## src/design/fcrmd_pkg.sv

```systemverilog
package fcrmd_pkg;

  localparam int SPEED_W    = 9;
  localparam int CFG_IDX_W  = 3;
  localparam int CFG_DATA_W = 8;

  localparam logic OP_SET  = 1'b0;
  localparam logic OP_TICK = 1'b1;

  localparam logic [CFG_IDX_W-1:0] REG_ACCEL_STEP  = 3'd0;
  localparam logic [CFG_IDX_W-1:0] REG_RAMP_ENABLE = 3'd1;
  localparam logic [CFG_IDX_W-1:0] REG_MIN_SPEED_0 = 3'd2;
  localparam logic [CFG_IDX_W-1:0] REG_MIN_SPEED_1 = 3'd3;
  localparam logic [CFG_IDX_W-1:0] REG_MIN_SPEED_2 = 3'd4;
  localparam logic [CFG_IDX_W-1:0] REG_MIN_SPEED_3 = 3'd5;

  localparam logic [7:0] ACCEL_RESET = 8'd5;
  localparam logic [7:0] MAX_MAG     = 8'd255;

  typedef struct packed {
    logic               opcode;
    logic [1:0]         motor_index;
    logic signed [15:0] speed_request;
  } in_item_t;

  typedef struct packed {
    logic [1:0] motor_out;
    logic       reverse_pin;
    logic       forward_pin;
    logic [7:0] pwm_duty;
    logic       changed;
    logic       flush;
    logic       last;
  } out_item_t;

  typedef enum logic [1:0] {
    S_IDLE,
    S_SET,
    S_TICK
  } state_t;

endpackage

```

## src/design/four_channel_ramped_motor_drive.sv

```systemverilog
// Four-channel slew-limited H-bridge drive.
// Input channel (in_valid/in_stall/in_data): set commands (motor, signed speed)
// and ramp ticks. Result channel (out_valid/out_stall/out_data): per-motor
// direction pins, PWM duty, changed, flush and last flags.
// Config port (cfg_valid/cfg_ready/cfg_index/cfg_data): always ready; write
// only while idle. Index 0 accel step, 1 ramp enable, 2..5 minimum speeds.
// Sequencing: an item is accepted in idle; a set, or a tick with ramp on,
// then stalls the input until back in idle. A set with ramp on stores the
// target in S_SET, no result. A set with ramp off gives one result, loaded
// into the output register from S_SET. A tick gives MOTOR_COUNT results,
// one per cycle while the receiver does not stall; the single shared step
// unit visits one motor a cycle. A tick with ramp off is dropped.
// Receiver stall: the output register holds its item; the sequencer waits
// and the input stays stalled until the slot frees.
// Reset: speeds and targets zero, accel step 5, ramp on, minimums zero.
module four_channel_ramped_motor_drive #(
  parameter int MOTOR_COUNT = 4
) (
  input  logic                              clk,
  input  logic                              rst_n,
  input  logic                              in_valid,
  output logic                              in_stall,
  input  fcrmd_pkg::in_item_t               in_data,
  output logic                              out_valid,
  input  logic                              out_stall,
  output fcrmd_pkg::out_item_t              out_data,
  input  logic                              cfg_valid,
  output logic                              cfg_ready,
  input  logic [fcrmd_pkg::CFG_IDX_W-1:0]   cfg_index,
  input  logic [fcrmd_pkg::CFG_DATA_W-1:0]  cfg_data
);
  import fcrmd_pkg::*;

  localparam int MIDX_W = (MOTOR_COUNT > 1) ? $clog2(MOTOR_COUNT) : 1;
  localparam logic [MIDX_W-1:0] LAST_MOTOR = MIDX_W'(MOTOR_COUNT - 1);

  // Sequencer state
  state_t              state_r, state_nxt;
  logic [MIDX_W-1:0]   cnt_r, cnt_nxt;      // motor visited by the tick
  logic                any_r, any_nxt;      // some motor changed this tick
  in_item_t            req_r;               // latched item

  // Motor state
  logic signed [SPEED_W-1:0] cur_r [MOTOR_COUNT];
  logic signed [SPEED_W-1:0] tgt_r [MOTOR_COUNT];

  // Config
  logic [7:0] accel_r;
  logic       ramp_r;
  logic [7:0] min_r [4];

  // Output register
  logic       out_valid_r;
  out_item_t  out_data_r;
  out_item_t  out_nxt;

  // Datapath
  logic                      idx_ok;
  logic [MIDX_W-1:0]         set_idx, sel_idx;
  logic signed [SPEED_W-1:0] cur_sel, tgt_sel;
  logic signed [16:0]        sp_ext;
  logic [16:0]               sp_abs;
  logic [7:0]                min_sel, mag8;
  logic signed [SPEED_W-1:0] clamp_speed, step_speed, new_speed;
  logic signed [9:0]         diff, a10, cur10;
  logic                      chg, is_last, out_free;
  logic                      out_load, tgt_we;

  assign idx_ok  = int'(req_r.motor_index) < MOTOR_COUNT;
  assign set_idx = MIDX_W'(req_r.motor_index);
  // one read port on the speed arrays: tick counter or set index
  assign sel_idx = (state_r == S_TICK) ? cnt_r : set_idx;
  assign cur_sel = cur_r[sel_idx];
  assign tgt_sel = tgt_r[sel_idx];

  // Clamp of a set request: magnitude into [min, 255], zero stays zero
  assign sp_ext  = 17'(req_r.speed_request);
  assign sp_abs  = sp_ext[16] ? 17'(-sp_ext) : 17'(sp_ext);
  assign min_sel = min_r[req_r.motor_index];

  always_comb begin
    if (sp_abs > 17'(MAX_MAG)) begin
      mag8 = MAX_MAG;
    end else if (sp_abs[7:0] < min_sel) begin
      mag8 = min_sel;
    end else begin
      mag8 = sp_abs[7:0];
    end
    if (sp_abs == 17'd0) begin
      clamp_speed = '0;
    end else if (sp_ext[16]) begin
      clamp_speed = -$signed({1'b0, mag8});
    end else begin
      clamp_speed = $signed({1'b0, mag8});
    end
  end

  // Shared step unit: move current toward target by at most accel step
  assign cur10 = 10'(cur_sel);
  assign diff  = 10'(tgt_sel) - cur10;
  assign a10   = $signed({2'b00, accel_r});

  always_comb begin
    if (diff > a10) begin
      step_speed = SPEED_W'(cur10 + a10);
    end else if (diff < -a10) begin
      step_speed = SPEED_W'(cur10 - a10);
    end else begin
      step_speed = tgt_sel;
    end
  end

  assign new_speed = (state_r == S_TICK) ? step_speed : clamp_speed;
  assign chg       = new_speed != cur_sel;
  assign is_last   = (state_r == S_TICK) ? (cnt_r == LAST_MOTOR) : 1'b1;
  assign out_free  = !out_valid_r || !out_stall;

  always_comb begin
    out_nxt.motor_out   = (state_r == S_TICK) ? 2'(cnt_r) : req_r.motor_index;
    out_nxt.reverse_pin = new_speed < 0;
    out_nxt.forward_pin = new_speed > 0;
    out_nxt.pwm_duty    = new_speed[SPEED_W-1] ? 8'(-new_speed) : new_speed[7:0];
    out_nxt.changed     = chg;
    out_nxt.last        = is_last;
    // set with ramp off always writes the peripherals
    out_nxt.flush       = (state_r == S_TICK) ? (is_last && (any_r || chg)) : 1'b1;
  end

  // Next state
  always_comb begin
    state_nxt = state_r;
    unique case (state_r)
      S_IDLE: begin
        if (in_valid) begin
          if (in_data.opcode == OP_SET) begin
            state_nxt = S_SET;
          end else if (ramp_r) begin
            state_nxt = S_TICK;
          end
        end
      end
      S_SET: begin
        if (!idx_ok || ramp_r || out_free) begin
          state_nxt = S_IDLE;
        end
      end
      S_TICK: begin
        if (out_free && cnt_r == LAST_MOTOR) begin
          state_nxt = S_IDLE;
        end
      end
      default: state_nxt = S_IDLE;
    endcase
  end

  // Control outputs
  always_comb begin
    in_stall = 1'b1;
    tgt_we   = 1'b0;
    out_load = 1'b0;
    cnt_nxt  = cnt_r;
    any_nxt  = any_r;
    unique case (state_r)
      S_IDLE: begin
        in_stall = 1'b0;
        cnt_nxt  = '0;
        any_nxt  = 1'b0;
      end
      S_SET: begin
        tgt_we   = idx_ok;
        out_load = idx_ok && !ramp_r && out_free;
      end
      S_TICK: begin
        out_load = out_free;
        if (out_free) begin
          cnt_nxt = cnt_r + 1'b1;
          any_nxt = any_r || chg;
        end
      end
      default: begin
      end
    endcase
  end

  always_ff @(posedge clk) begin
    if (!rst_n) begin
      state_r     <= S_IDLE;
      cnt_r       <= '0;
      any_r       <= 1'b0;
      out_valid_r <= 1'b0;
      accel_r     <= ACCEL_RESET;
      ramp_r      <= 1'b1;
      for (int i = 0; i < 4; i++) begin
        min_r[i] <= '0;
      end
      for (int m = 0; m < MOTOR_COUNT; m++) begin
        cur_r[m] <= '0;
        tgt_r[m] <= '0;
      end
    end else begin
      state_r <= state_nxt;
      cnt_r   <= cnt_nxt;
      any_r   <= any_nxt;
      if (out_load) begin
        out_valid_r <= 1'b1;
      end else if (!out_stall) begin
        out_valid_r <= 1'b0;
      end
      if (tgt_we) begin
        tgt_r[sel_idx] <= clamp_speed;
      end
      if (out_load) begin
        cur_r[sel_idx] <= new_speed;
      end
      if (cfg_valid) begin
        unique case (cfg_index)
          REG_ACCEL_STEP:  accel_r  <= cfg_data;
          REG_RAMP_ENABLE: ramp_r   <= cfg_data[0];
          REG_MIN_SPEED_0: min_r[0] <= cfg_data;
          REG_MIN_SPEED_1: min_r[1] <= cfg_data;
          REG_MIN_SPEED_2: min_r[2] <= cfg_data;
          REG_MIN_SPEED_3: min_r[3] <= cfg_data;
          default: begin
          end
        endcase
      end
    end
  end

  // payload registers, no reset
  always_ff @(posedge clk) begin
    if (state_r == S_IDLE && in_valid) begin
      req_r <= in_data;
    end
    if (out_load) begin
      out_data_r <= out_nxt;
    end
  end

  assign cfg_ready = 1'b1;
  assign out_valid = out_valid_r;
  assign out_data  = out_data_r;

endmodule

```

## config.mk

```make
export PLATFORM = sky130hd
export DESIGN_NAME = four_channel_ramped_motor_drive
export DESIGN_NICKNAME = d
export VERILOG_FILES = /design/src/design/fcrmd_pkg.sv /design/src/design/four_channel_ramped_motor_drive.sv
export SDC_FILE = /design/constraint.sdc
export NUM_CORES = 1
export LEC_CHECK = 0
export BUFFER_PORTS_ARGS = -buffer_cell sky130_fd_sc_hd__buf_4
export CAP_MARGIN = 10
export CORE_ASPECT_RATIO = 1.25
export CORE_MARGIN = 4
export CORE_UTILIZATION = 50
export DETAILED_ROUTE_END_ITERATION = 12
export PLACE_DENSITY = 0.72
export SLEW_MARGIN = 25
export SYNTH_ARGS = -nofsm -noshare
export SYNTH_HDL_FRONTEND = slang
export SYNTH_SLANG_ARGS = --single-unit
```

## constraint.sdc

```tcl
create_clock -name clk -period 10.4 [get_ports clk]
set_input_delay 0.52 -clock clk [delete_from_list [all_inputs] [get_ports clk]]
set_output_delay 0.52 -clock clk [all_outputs]
set_load 0.01 [all_outputs]
```

* Word-level counts from Yosys, hierarchy flattened
Memories as Yosys holds them, arrays and structs flattened. A register that Yosys moved wholly into a read port is not among the register bits.
Cells that the tools add are included.
** Cells by class
- Bitwise gates (word level) :: 4
- Equal/unequal tests :: 15
- $lt $le $gt $ge :: 6
- Multipliers :: 0
- Add/subtract/negate cells :: 8
- Mux-type cells :: 60
- Shift-type cells :: 0
- Div/mod/pow operators :: 0
- Reductions and logical operators :: 20
** Operator list (number)
- 9-bit 2-to-1 mux :: 7
- 8-bit 2-to-1 mux :: 7
- 1-bit 2-to-1 mux :: 31
- 2-bit 2-to-1 mux :: 10
- 9-bit OR reduction :: 2
- 17-bit by 8-bit > comparator with 1-bit output (second input constant) :: 1
- 17-bit zero test :: 1
- 17-bit 2-to-1 mux :: 1
- 16-bit negator with 17-bit output :: 1
- 10-bit by 9-bit > comparator with 1-bit output :: 1
- 10-bit less-than comparator :: 1
- 8-bit negator with 10-bit output :: 1
- 9-bit by 9-bit subtractor with 10-bit output :: 1
- 9-bit adder :: 1
- 9-bit by 1-bit > comparator with 1-bit output (second input constant) :: 1
- 9-bit by 1-bit less-than comparator with 1-bit output (second input constant) :: 1
- 9-bit inequality test :: 1
- 8-bit negator with 9-bit output :: 1
- 9-bit subtractor :: 1
- 8-bit less-than comparator :: 1
- 8-bit negator :: 1
- 3-bit by 2-bit equality test with 1-bit output (second input constant) :: 2
- 3-bit equality test (second input constant) :: 2
- 2-bit inequality test (second input constant) :: 3
- other kinds (18) :: 33
** Storage, ports and cells
- Logic and storage cells :: 131
- Output and inout port bits :: 18
- Register bits :: 48
- Bits of input ports :: 35
- Memories kept :: 3
- Memory bits (read-only) :: 0
- Bits in latches :: 0
- Memory bits (writable) :: 104
** Memories
- cur_r :: words 4, width 9, rd ports 1, clocked after memory_dff 0, write ports 4, line four_channel_ramped_motor_drive.sv:44 : logic signed [SPEED_W-1:0] cur_r [MOTOR_COUNT];
- tgt_r :: words 4, width 9, rd ports 1, clocked after memory_dff 0, write ports 4, line four_channel_ramped_motor_drive.sv:45 : logic signed [SPEED_W-1:0] tgt_r [MOTOR_COUNT];
- min_r :: words 4, width 8, rd ports 1, clocked after memory_dff 1, write ports 4, line four_channel_ramped_motor_drive.sv:50 : logic [7:0] min_r [4];

* Logic depth before layout (Yosys ltp)
- Depth after elaboration :: 13
- Gate-level depth with buffers :: 33

* Worst setup path after synthesis
Ideal clock, no wire load.
- Path kind :: register to register
- Start :: register state_r[0]
- End :: register out_data_r, in the netlist out_data[1] (data pin)
- Library setup time :: 0.270 ns
- Required time :: 10.130 ns
- Arrival time :: 6.522 ns
- Clock period less this slack :: 6.792 ns
- Stages on the path, launching flop included :: 27
- Path slack :: 3.608 ns
- Cells stage by stage :: dfxtp_1 > inv_1 > ha_1 > buf_6 > mux2i_4 > clkbuf_1 > clkbuf_1 > mux4_2 > ha_1 > fa_1 > a211oi_1 > nor4_1 > o31a_1 > xnor2_1 > ha_1 > o21a_1 > o22ai_1 > a2111oi_0 > mux2_2 > o31a_2 > nor2_4 > nor3_1 > o32a_1 > buf_2 > xnor2_1 > nor4_2 > a21boi_1
** On the way
- Cells in the longest elaborated chain, start to end :: 11
- Elaborated cells between the ends (all ways) :: 16
- Classes of those cells :: add/sub (3); order compare (2); eq/ne (2); mux (5); reduce/logical (2); memory (2)
** Ends and longest elaborated chain
- start: declaration :: line four_channel_ramped_motor_drive.sv:38 : state_t state_r, state_nxt;
- start signal: assignment :: line four_channel_ramped_motor_drive.sv:201 : state_r <= state_nxt;
- 2-bit equality test (*)
- 2-bit 2-to-1 mux :: line four_channel_ramped_motor_drive.sv:72 : assign sel_idx = (state_r == S_TICK) ? cnt_r : set_idx;
- memory 4 x 9 bit, on equally long branches
- 9-bit by 9-bit subtractor with 10-bit output :: line four_channel_ramped_motor_drive.sv:100 : assign diff = 10'(tgt_sel) - cur10;
- 10-bit less-than comparator :: line four_channel_ramped_motor_drive.sv:106 : end else if (diff < -a10) begin
- 9-bit 2-to-1 mux :: line four_channel_ramped_motor_drive.sv:106
- 9-bit 2-to-1 mux :: line four_channel_ramped_motor_drive.sv:104 : if (diff > a10) begin
- 9-bit 2-to-1 mux :: line four_channel_ramped_motor_drive.sv:113 : assign new_speed = (state_r == S_TICK) ? step_speed : clamp_speed;
- 9-bit inequality test :: line four_channel_ramped_motor_drive.sv:114 : assign chg = new_speed != cur_sel;
- 1-bit logical OR :: line four_channel_ramped_motor_drive.sv:126 : out_nxt.flush = (state_r == S_TICK) ? (is_last && (any_r || chg)) : 1'b1;
- 1-bit logical AND :: line four_channel_ramped_motor_drive.sv:126
- end signal: assignment :: line four_channel_ramped_motor_drive.sv:236 : out_data_r <= out_nxt;
- end: declaration :: line four_channel_ramped_motor_drive.sv:54 : out_item_t out_data_r;
Mark *: on every way between the ends. The rest lies on a longest branch, timed or not.
A chain may end at the register's enable or synchronous reset.

* Final worst setup path
Ends and elaborated chain as after synthesis.

==> flow_summary_export.csv <==
group,metric,value,unit
run_status,outcome,"finished clean",
synthesis,yosysSeqAreaShare,42.7,%
floorplanning,dieArea,0.0233,mm²
routing,ant_nets,0,
clocking,cts_buffers,17,
placement,placed_cell_area,0.0110,mm²
floorplanning,die_y,170,µm
sta,worst_pin_slew,0.898,ns
sta,rsz0062_at_grt,"no",
min_path,hp-start,"in_data[15]",
clocking,clk_latency,0.44,ns
finish,fin_nets,1157,
floorplanning,start_util,51.4,%
synthesis,synth_commonest_cells,"edfxtp_1 (137), nor2_1 (118), nand2_1 (78), inv_1 (58), a21oi_1 (57)",
floorplanning,pin_count,53,
synthesis,synth_cell_types,97,
synthesis,synth-seq-cells,154,
clocking,post_cts_buffers,0,
synthesis,synth-edff-count,137,
routing,remaining_drc_errors,0,
grt,grt_overflow,0,
finish,fillerInstances,1802,
synthesis,synth_area_leaders,"edfxtp_1 (39%), ha_1 (6.5%), mux4_2 (5.0%), nor2_1 (4.2%), xnor2_1 (3.4%)",
placement,io_buffer_count,51,
pwr,leakagePower,4.36,nW
critical_path,setup.worst_path.class,"reg -> reg",
routing,drt_iter0_drc,732,
synthesis,ys.flop_type,"edfxtp_1",
sta,fmax,127,MHz
sta,setup-tns-final,0,ns
floorplanning,fp-row-count,58,
critical_path,slowest_stage,"mux2i_4",
sta,finalHoldViolCount,0,
clocking,clock_sinks,154,
clocking,cts_max_path_buffers,2,
synthesis,synth_area,0.0104,mm²
critical_path,cp-start-kind,"register",
synthesis,async_reset_ff_share,0,%
critical_path,startpoint,"state_r[0]$_SDFFE_PN0P_",
sta,max_slew_margin,40.1,%
critical_path,critPathRequiredTime,10.58,ns
run,drv_cap,0,
synthesis,synth_cells,1032,
grt,grt_use_total,24.7,%
sta,finClkSkew,0.0243,ns
min_path,hp-class,"in -> reg",
clocking,root_buffer,"clkbuf_16",
clocking,htree_levels,4,
routing,dr_total_vias,8286,
critical_path,worstRegToRegCells,28,
synthesis,synth_largest_area_cell,"edfxtp_1",
routing,vias_per_cell,6.15,
finish,diodes,0,
placement,pre_cts_ws,2.74,ns
critical_path,worstPathArrival,8.05,ns
clocking,cts.repair.resized,0,
finish,final_layout_size_suffix_gt1_share,14.7,%
floorplanning,core-area,0.0203,mm²
critical_path,crit_fanout,33,
critical_path,r2r_slack,2.52,ns
pwr,peakVddDrop,0.146,mV
sta,worst_slack,2.52,ns
synthesis,yosysWarnings,0,
routing,avgRoutedWirePerCell,20.7,µm
placement,gp_congestion,1.01,
finish,area_delta_synth_final,11.2,%
sta,finalMaxSlewViolations,0,
pwr,power_density,190,mW/mm²
grt,grt_antenna_before_repair,0,
routing,first_pass_iters,7,
finish,seq_area,0.00445,mm²
synthesis,avgSynthCellArea,10.1,µm²
synthesis,synth_nets,1124,
placement,place_hpwl,20600,µm
synthesis,synth.most_common_cell,"edfxtp_1",
finish,fin_area,0.0116,mm²
finish,multi_input_area,0.00554,mm²
critical_path,reg2reg_from,"state_r[0]$_SDFFE_PN0P_",
floorplanning,die_w,137,µm
clocking,cts_hold_buffers,0,
critical_path,endpoint_kind,"register",
grt,grt_pass1_wl,44500,µm
grt,grt_max_degree,38,
clocking,cts_tree,"built",
sta,fin_crit,7.88,ns
min_path,hold_depth,1,
routing,routed_wl,27900,µm
synthesis,netlist.area_leader.share,39.4,%
pwr,power,0.00221,W
critical_path,reg2reg_to,"out_data[1]$_SDFFCE_PN1P_",
sta,post-route-period-util,75.7,%
finish,utilization,57.1,%
grt,grt_pass1_vias,8131,
critical_path,crit_top_cell,"ha_1",
critical_path,critPathMaxStageDelay,0.53,ns
sta,setup_viol_count_final,0,
min_path,min_delay_worst_endpoint,"req_r[15]$_DFFE_PP_",
clocking,path_clk_slew,0.07,ns
## routing by layer
layer / global-route usage (%) / vias to the layer above / wire, µm
li1: - / 3898 / -
met1: 30.4 / 3984 / 11000
met2: 41.8 / 316 / 13900
met3: 4.69 / 88 / 1690
met4: 11.5 / 0 / 1280
met5: 0 / - / 0
## sequential cells by signal, indices dropped and copies added (netlist names), named ones only
register   flops
min_r         32
any_r          1
state_r        2
cnt_r          2
out_data      15
cur_r         36
accel_r        8
ramp_r         1
tgt_r         36
req_r         16
set_idx        2
out_valid      1
## placed cells by master (no fill, tap or decap), drive strengths merged, types with 7 or more instances in the layout
| cell type | count |
|---|---|
| a211oi | 8 |
| a21o | 7 |
| a21oi | 57 |
| a31oi | 15 |
| and2 | 37 |
| buf | 61 |
| clkbuf | 18 |
| dfxtp | 17 |
| edfxtp | 137 |
| ha | 54 |
| inv | 68 |
| mux2 | 7 |
| mux2i | 11 |
| mux4 | 23 |
| nand2 | 79 |
| nand2b | 23 |
| nand3 | 38 |
| nand4 | 11 |
| nor2 | 119 |
| nor2b | 11 |
| nor3 | 26 |
| o211ai | 14 |
| o21ai | 37 |
| o311ai | 7 |
| o31ai | 7 |
| or3 | 8 |
| or4 | 8 |
| xnor2 | 40 |
| xor2 | 8 |
## layout make-up
| cell class | count | area share (%) |
|---|---|---|
| multi-input cells | 770 | 47.7 |
| flip-flops and latches | 154 | 38.4 |
| repair buffers | 61 | 3.94 |
| clock buffers | 18 | 3.70 |
| well taps | 270 | 2.91 |
| inverters | 61 | 1.97 |
| clock inverters | 14 | 1.39 |
## critical path: cells and delay by family, from the launching register on
family                   cells  cell delay (ns)
adder cells (fa/ha/maj)      3             0.81
flip-flops                   1             0.33
buffers and inverters        4             1.01
XOR/XNOR                     1             0.18
multiplexers                 3             1.32
AND/OR/NAND/NOR              7             1.64
AO/OA/AOI/OAI               10             2.32
## per-stage QoR
step / cells / hold slack, ns
floorplan: 1032 / 0.459
global placement: 1316 / 0.481
detailed placement: 1316 / 0.483
CTS: 1348 / 0.237
global route: 1348 / 0.248
finish: 1348 / 0.250
## power breakdown
part | total [W] | internal [W] | switching (W) | leakage (nW)
registers | 0.000749 | 0.000717 | 0.0000322 | 1.50
clock network | 0.000633 | 0.000360 | 0.000273 | 0.285
logic | 0.000825 | 0.000309 | 0.000516 | 2.57
total | 0.00221 | 0.00139 | 0.000821 | 4.36
## logic make-up (layout without fill, tap and decap cells)
group	after synthesis	in the layout	share of synthesized area (%)
other	1	1	0.0359
multiplexers	41	41	7.01
adder cells (fa/ha/maj)	58	58	7.14
flip-flops	154	154	42.7
buffers and inverters	108	154	4.35
AND/OR/NAND/NOR	395	395	19.1
AO/OA/AOI/OAI	227	227	15.6
XOR/XNOR	48	48	4.03
## worst max-delay path by stage
| stage | endpoint | slack [ns] | cells past startpoint |
|---|---|---|---|
| global route | out_data[7]$_DFFE_PP_ | 1.94 | 28 |
| CTS | out_data[1]$_SDFFCE_PN1P_ | 2.60 | 28 |
| detailed placement | out_data[1]$_SDFFCE_PN1P_ | 2.74 | 28 |
| finish | out_data[1]$_SDFFCE_PN1P_ | 2.52 | 28 |
| global placement | out_data[9]$_DFFE_PP_ | 2.73 | 28 |
| floorplan | out_data[1]$_SDFFCE_PN1P_ | 3.61 | 26 |
Power figures use the tool's default switching activity.
